### src/design/uda_pkg.sv
// shared types, constants and the bcd correction step for the decimal ascii converter
package uda_pkg;

    localparam int ValueWidth  = 64;
    localparam int DigitCount  = 20;
    localparam int DigitWidth  = 4;
    localparam int BcdWidth    = DigitCount * DigitWidth;
    localparam int BitsPerStep = 4;
    localparam int StepCount   = ValueWidth / BitsPerStep;
    localparam int StepCntW    = $clog2(StepCount);
    localparam int IdxWidth    = $clog2(DigitCount);
    localparam int CharWidth   = 6;

    localparam logic [CharWidth-1:0] AsciiZero = 6'd48;

    typedef logic [DigitCount-1:0][DigitWidth-1:0] t_bcd;
    typedef logic [IdxWidth-1:0] t_idx;

    // controller to datapath
    typedef struct packed {
        logic load;
        logic step;
        logic find;
        logic next;
    } t_cmd;

    // datapath to controller
    typedef struct packed {
        logic last;
    } t_sts;

    // one shift-and-add-3 pass: correct digits of 5 and up, then shift in one bit
    function automatic logic [BcdWidth+ValueWidth-1:0] dabble_one(
        input logic [BcdWidth+ValueWidth-1:0] acc
    );
        logic [BcdWidth+ValueWidth-1:0] tmp;
        tmp = acc;
        for (int d = 0; d < DigitCount; d++) begin
            if (tmp[ValueWidth + d*DigitWidth +: DigitWidth] >= 4'd5) begin
                tmp[ValueWidth + d*DigitWidth +: DigitWidth] =
                    tmp[ValueWidth + d*DigitWidth +: DigitWidth] + 4'd3;
            end
        end
        return {tmp[BcdWidth+ValueWidth-2:0], 1'b0};
    endfunction

endpackage

### src/design/uda_ctrl.sv
// controller state machine for the decimal ascii converter
module uda_ctrl (
    input  logic          i_clk,
    input  logic          i_rst_n,
    input  logic          i_valid,
    output logic          o_stall,
    output logic          o_valid,
    input  logic          i_stall,
    output uda_pkg::t_cmd o_cmd,
    input  uda_pkg::t_sts i_sts
);
    import uda_pkg::*;

    localparam logic [1:0] ST_IDLE = 2'd0;
    localparam logic [1:0] ST_CONV = 2'd1;
    localparam logic [1:0] ST_FIND = 2'd2;
    localparam logic [1:0] ST_EMIT = 2'd3;

    localparam logic [StepCntW-1:0] LastStep = StepCntW'(StepCount - 1);

    logic [1:0]          r_state, n_state;
    logic [StepCntW-1:0] r_step_cnt, n_step_cnt;

    always_comb begin
        n_state    = r_state;
        n_step_cnt = r_step_cnt;
        o_cmd      = '0;
        unique case (r_state)
            ST_IDLE: begin
                if (i_valid) begin
                    o_cmd.load = 1'b1;
                    n_step_cnt = '0;
                    n_state    = ST_CONV;
                end
            end
            ST_CONV: begin
                o_cmd.step = 1'b1;
                n_step_cnt = r_step_cnt + 1'b1;
                if (r_step_cnt == LastStep) begin
                    n_state = ST_FIND;
                end
            end
            ST_FIND: begin
                o_cmd.find = 1'b1;
                n_state    = ST_EMIT;
            end
            ST_EMIT: begin
                if (!i_stall) begin
                    o_cmd.next = 1'b1;
                    if (i_sts.last) begin
                        n_state = ST_IDLE;
                    end
                end
            end
            default: n_state = ST_IDLE;
        endcase
    end

    always_ff @(posedge i_clk) begin
        if (!i_rst_n) begin
            r_state    <= ST_IDLE;
            r_step_cnt <= '0;
        end else begin
            r_state    <= n_state;
            r_step_cnt <= n_step_cnt;
        end
    end

    assign o_stall = (r_state != ST_IDLE);
    assign o_valid = (r_state == ST_EMIT);

    a_accept_starts: assert property (@(posedge i_clk) disable iff (!i_rst_n)
        (r_state == ST_IDLE && i_valid) |=> (r_state == ST_CONV && r_step_cnt == '0))
        else $error("accepted item did not start conversion");

    a_conv_runs: assert property (@(posedge i_clk) disable iff (!i_rst_n)
        (r_state == ST_CONV && r_step_cnt != LastStep) |=> (r_state == ST_CONV))
        else $error("conversion left early");

    a_stall_holds: assert property (@(posedge i_clk) disable iff (!i_rst_n)
        (r_state == ST_EMIT && i_stall) |=> (r_state == ST_EMIT && $stable(i_sts.last)))
        else $error("stalled digit did not hold");

    a_run_complete: assert property (@(posedge i_clk) disable iff (!i_rst_n)
        (r_state == ST_EMIT && !i_sts.last) |=> (r_state == ST_EMIT))
        else $error("digit run ended before last digit");

endmodule

### src/design/uda_dp.sv
// datapath for the decimal ascii converter: double dabble registers and digit select
module uda_dp (
    input  logic                           i_clk,
    input  logic                           i_rst_n,
    input  logic [uda_pkg::ValueWidth-1:0] i_value,
    input  uda_pkg::t_cmd                  i_cmd,
    output uda_pkg::t_sts                  o_sts,
    output logic [uda_pkg::CharWidth-1:0]  o_digit_char
);
    import uda_pkg::*;

    logic [ValueWidth-1:0] r_bin;
    t_bcd                  r_bcd;
    t_idx                  r_idx, n_lead;
    logic [BcdWidth+ValueWidth-1:0] w_acc;
    logic [DigitWidth-1:0] w_digit;

    // four dependent passes per cycle
    always_comb begin
        w_acc = {r_bcd, r_bin};
        for (int k = 0; k < BitsPerStep; k++) begin
            w_acc = dabble_one(w_acc);
        end
    end

    // highest nonzero digit, zero value falls back to the ones digit
    always_comb begin
        n_lead = '0;
        for (int d = 0; d < DigitCount; d++) begin
            if (r_bcd[d] != '0) begin
                n_lead = IdxWidth'(d);
            end
        end
    end

    always_ff @(posedge i_clk) begin
        if (i_cmd.load) begin
            r_bin <= i_value;
            r_bcd <= '0;
        end else if (i_cmd.step) begin
            r_bin <= w_acc[ValueWidth-1:0];
            r_bcd <= w_acc[BcdWidth+ValueWidth-1:ValueWidth];
        end
        if (i_cmd.find) begin
            r_idx <= n_lead;
        end else if (i_cmd.next && r_idx != '0) begin
            r_idx <= r_idx - 1'b1;
        end
    end

    assign w_digit      = r_bcd[r_idx];
    assign o_digit_char = AsciiZero + CharWidth'(w_digit);
    assign o_sts.last   = (r_idx == '0);

    a_lead_digit: assert property (@(posedge i_clk) disable iff (!i_rst_n)
        $past(i_cmd.find) |-> (w_digit <= 4'd9 && (w_digit != '0 || r_idx == '0)))
        else $error("leading digit is zero or not decimal");

    a_cmd_onehot: assert property (@(posedge i_clk) disable iff (!i_rst_n)
        $onehot0(i_cmd))
        else $error("more than one datapath command at once");

    a_idx_walks: assert property (@(posedge i_clk) disable iff (!i_rst_n)
        (i_cmd.next && r_idx != '0) |=> (r_idx == $past(r_idx) - 1'b1))
        else $error("digit index did not step down");

endmodule

### src/design/unsigned_to_decimal_ascii_unit.sv
// top level of the unsigned 64-bit to decimal ascii converter
// Each accepted 64-bit value is converted to decimal by shift-and-add-3, four bits per
// cycle in the conversion state; the find state then locates the leading nonzero digit,
// then one digit leaves per cycle while i_stall is low, most significant first, with
// o_last_digit on the final one (a zero value gives the single digit '0'). The block
// holds one item at a time: o_stall is high from acceptance until the last digit is
// taken, and output stalls lengthen the time that an item occupies the block.
module unsigned_to_decimal_ascii_unit (
    input  logic                           i_clk,
    input  logic                           i_rst_n,
    input  logic                           i_valid,
    output logic                           o_stall,
    input  logic [uda_pkg::ValueWidth-1:0] i_value,
    output logic                           o_valid,
    input  logic                           i_stall,
    output logic [uda_pkg::CharWidth-1:0]  o_digit_char,
    output logic                           o_last_digit
);
    import uda_pkg::*;

    t_cmd w_cmd;
    t_sts w_sts;

    uda_ctrl u_ctrl (
        .i_clk   (i_clk),
        .i_rst_n (i_rst_n),
        .i_valid (i_valid),
        .o_stall (o_stall),
        .o_valid (o_valid),
        .i_stall (i_stall),
        .o_cmd   (w_cmd),
        .i_sts   (w_sts)
    );

    uda_dp u_dp (
        .i_clk        (i_clk),
        .i_rst_n      (i_rst_n),
        .i_value      (i_value),
        .i_cmd        (w_cmd),
        .o_sts        (w_sts),
        .o_digit_char (o_digit_char)
    );

    assign o_last_digit = w_sts.last;

endmodule
### config.mk
export PLATFORM = sky130hd
export DESIGN_NAME = unsigned_to_decimal_ascii_unit
export DESIGN_NICKNAME = d
export VERILOG_FILES = /design/src/design/uda_pkg.sv /design/src/design/uda_ctrl.sv /design/src/design/uda_dp.sv /design/src/design/unsigned_to_decimal_ascii_unit.sv
export SDC_FILE = /design/constraint.sdc
export NUM_CORES = 1
export LEC_CHECK = 0
export ABC_AREA = 1
export BUFFER_PORTS_ARGS = -buffer_cell sky130_fd_sc_hd__clkbuf_2
export CAP_MARGIN = 20
export CORE_MARGIN = 3
export CORE_UTILIZATION = 25
export DETAILED_ROUTE_END_ITERATION = 7
export HOLD_SLACK_MARGIN = 0.08
export PLACE_DENSITY = 0.39
export SETUP_SLACK_MARGIN = 0.3
export SYNTH_ARGS = -nofsm -noshare
export SYNTH_HDL_FRONTEND = slang
export SYNTH_SLANG_ARGS = --single-unit
export TNS_END_PERCENT = 50
### constraint.sdc
create_clock -name i_clk -period 6.65 [get_ports i_clk]
set_clock_uncertainty 0.05 [all_clocks]
set_input_delay 0 -clock i_clk [delete_from_list [all_inputs] [get_ports i_clk]]
set_output_delay 0 -clock i_clk [all_outputs]
set_load 0.01 [all_outputs]
==> run summary <==
number of global-route vias before repair - 14790
R2R Path End - u_dp.r_bcd[77]
R2R cell count - 23
CP required - 6.95 ns
detailed placement HPWL - 34090 µm
pre-CTS setup slack - 2.825 ns
top-count cell post-synth - nand2_1
Post-Place Cell Area - 17130 µm²
core area - 62170 µm²
Post-CTS Resized - 0
Cell variety after synth - 51
synth cell count leaders - nand2_1, inv_1, nand3_1
crit path max fanout - 4
Initial Util - 25.43%
Slew HR - 36.61%
Area contributors post-synth - nand2_1, edfxtp_1, dfxtp_1, ha_1, nand3_1
gr ovfl total - 0
largest net degree at the start of global routing - 78
Hold Startpoint - i_value[21]
Fin. Hold Viols - 0
Setup violations, final - 0
clk sink count - 155
EDFF count, synth - 69
hold buffer count at CTS - 69
unrepaired setup endpoints after global routing - no
ANT cells - 0
via/cell ratio - 4.455
Post-CTS Setup Bufs - 0
WL per Instance - 12.68 µm
RR Startpoint - u_dp.r_bcd[76]
drt total wl - 44830 µm
Synth Cell Area - 15810 µm²
Worst Hold Class - input port to register
Synth top area share - 22.37%
FMAX - 0.2616 GHz
Final Critical Period - 3.822 ns
initial antenna violation count - 0
syn avg cell area - 6.173 µm²
Port Buffers - 74
DIE WIDTH - 257.5 µm
DRT antenna net count - 0
GRT Resource Usage Total - 13.61%
period utilization - 57.47%
DIE AREA - 66290 µm²
FILL cells - 6872
drt initial violations - 816
Worst Path Class, Setup - register to register
Area Overhead vs Synth - 16.71%
Final WS setup - 2.828 ns
Nets - 2869
Finished Cell Area - 18450 µm²
first-pass GRT wire length - 73790 µm
Worst Hold End - u_dp.r_bin[21]
H-tree depth - 4
top-level port count - 77
maximum buffer depth of the clock tree - 2
Clock Pin Slew Worst Setup and Hold Paths - 0.07 ns
DR DRC count - 0
type of origin of the critical path - register
CTS tree - built
warnings from Yosys - 0
Die Span Y - 257.5 µm
Fin Setup TNS - 0 ns
Max-Cap Viols - 0
status - complete, no violations
r2r setup slk - 2.83 ns
TritonRoute pass-1 iters - 8
WP data arrival - 4.13 ns
num rows - 91
vias - 15750
Cells after Synth - 2561
layout cells sized above 1 - 12.16%
synthesized flop and latch total - 155
Max Slew Vio Count - 0
asr flop ratio synth - 0%
CTS root buffer - clkbuf_16
CP endpoint kind - register
Synth area leader - nand2_1
latest clock arrival within the worst-skew pair - 0.48 ns
hold depth - 4
CTS buffer count - 17
GPL Wtd Cong - 0.8053
Main synth FF type - dfxtp_1
register area share after synthesis - 24.00%
Worst Max-Slew Pin Slew - 0.9509 ns
metrics by stage:
step	utilization, %	instances	hold WS, ns
2_1_floorplan	-	2562	0.08837
3_3_place_gp	27.56	3435	0.2161
3_5_place_dp	27.56	3435	0.2198
4_1_cts	29.68	3535	0.2175
5_1_grt	29.68	3535	0.2446
6_report	29.68	3535	0.2622
layer usage:
layer / vias up / share of wire [%] / track usage (%)
li1: 8492 / - / -
met1: 7082 / 52 / 18.87
met2: 154 / 45 / 22.24
met3: 21 / 2.3 / 2.441
met4: 0 / 0.81 / 2.474
met5: - / 0 / 0
registers in the layout (all words and copies together) (netlist names):
signal and cells:
u_dp.r_bcd 80, u_dp.r_bin 64, u_dp.r_idx 5, u_ctrl.r_step_cnt 4
u_ctrl.r_state 2
cell type report:
cell class              count  area [µm²]  area share [%]
multi-input cells        1977       10400           56.38
repair buffers            155        1151           6.239
inverters                 380        1429           7.744
well taps                 837        1047           5.676
clock buffers              17       425.4           2.306
flip-flops and latches    155        3794           20.56
clock inverters            14       201.4           1.092
worst max path at each step:
stage / from / cells after the start / slack, ns / endpoint
2_1_floorplan: u_ctrl.r_state[0] / 7 / 3.21 / u_dp.r_bin[0]
3_3_place_gp: u_dp.r_bcd[76] / 23 / 2.92 / u_dp.r_bcd[77]
3_5_place_dp: u_dp.r_bcd[76] / 23 / 2.83 / u_dp.r_bcd[77]
4_1_cts: u_dp.r_bcd[76] / 23 / 2.83 / u_dp.r_bcd[77]
5_1_grt: u_dp.r_bcd[0] / 27 / 2.38 / u_dp.r_bcd[1]
6_report: u_dp.r_bcd[76] / 23 / 2.83 / u_dp.r_bcd[77]
kinds of logic (layout without fill, tap and decap cells):
| family | after synthesis | in the layout | share of synthesized area, % |
|---|---|---|---|
| simple gates | 1544 | 1544 | 43.70 |
| buf+inv | 430 | 566 | 10.34 |
| compound gates | 291 | 291 | 10.79 |
| flops | 155 | 155 | 24.00 |
| fa+ha+maj | 115 | 115 | 9.102 |
| xor+xnor | 25 | 25 | 2.050 |
| other cells | 1 | 2 | 0.02372 |
layout by cell type (no fill, tap or decap), types with 30 or more instances in the layout:
cell type / instances
nand2_1: 941
inv_1: 349
nand3_1: 268
ha_1: 115
nor2_1: 106
o21ai_0: 102
dfxtp_1: 86
a21oi_1: 84
nand2_2: 76
clkbuf_2: 74
dlygate4sd3_1: 69
edfxtp_1: 69
nand4_1: 52
inv_2: 30
worst max-delay path: stages (launching register included):
cell and delay (ns):
dfxtp_1 0.37, inv_1 0.09, ha_1 0.21, or2_1 0.24, nand2_1 0.10, xor2_1 0.25, ha_1 0.22, inv_1 0.04
nor2_1 0.12, o21ai_2 0.10, xor2_1 0.26, ha_1 0.24, inv_1 0.05, o21ai_1 0.16, nand2_1 0.10, xor2_1 0.28
ha_1 0.22, inv_1 0.06, o211ai_1 0.16, nand2_1 0.09, inv_1 0.09, nand2_1 0.05, nand3_1 0.09, o21ai_1 0.06
Power is not shown: default switching activity piles up to over one toggle a cycle in this logic, so the estimate is an artifact.
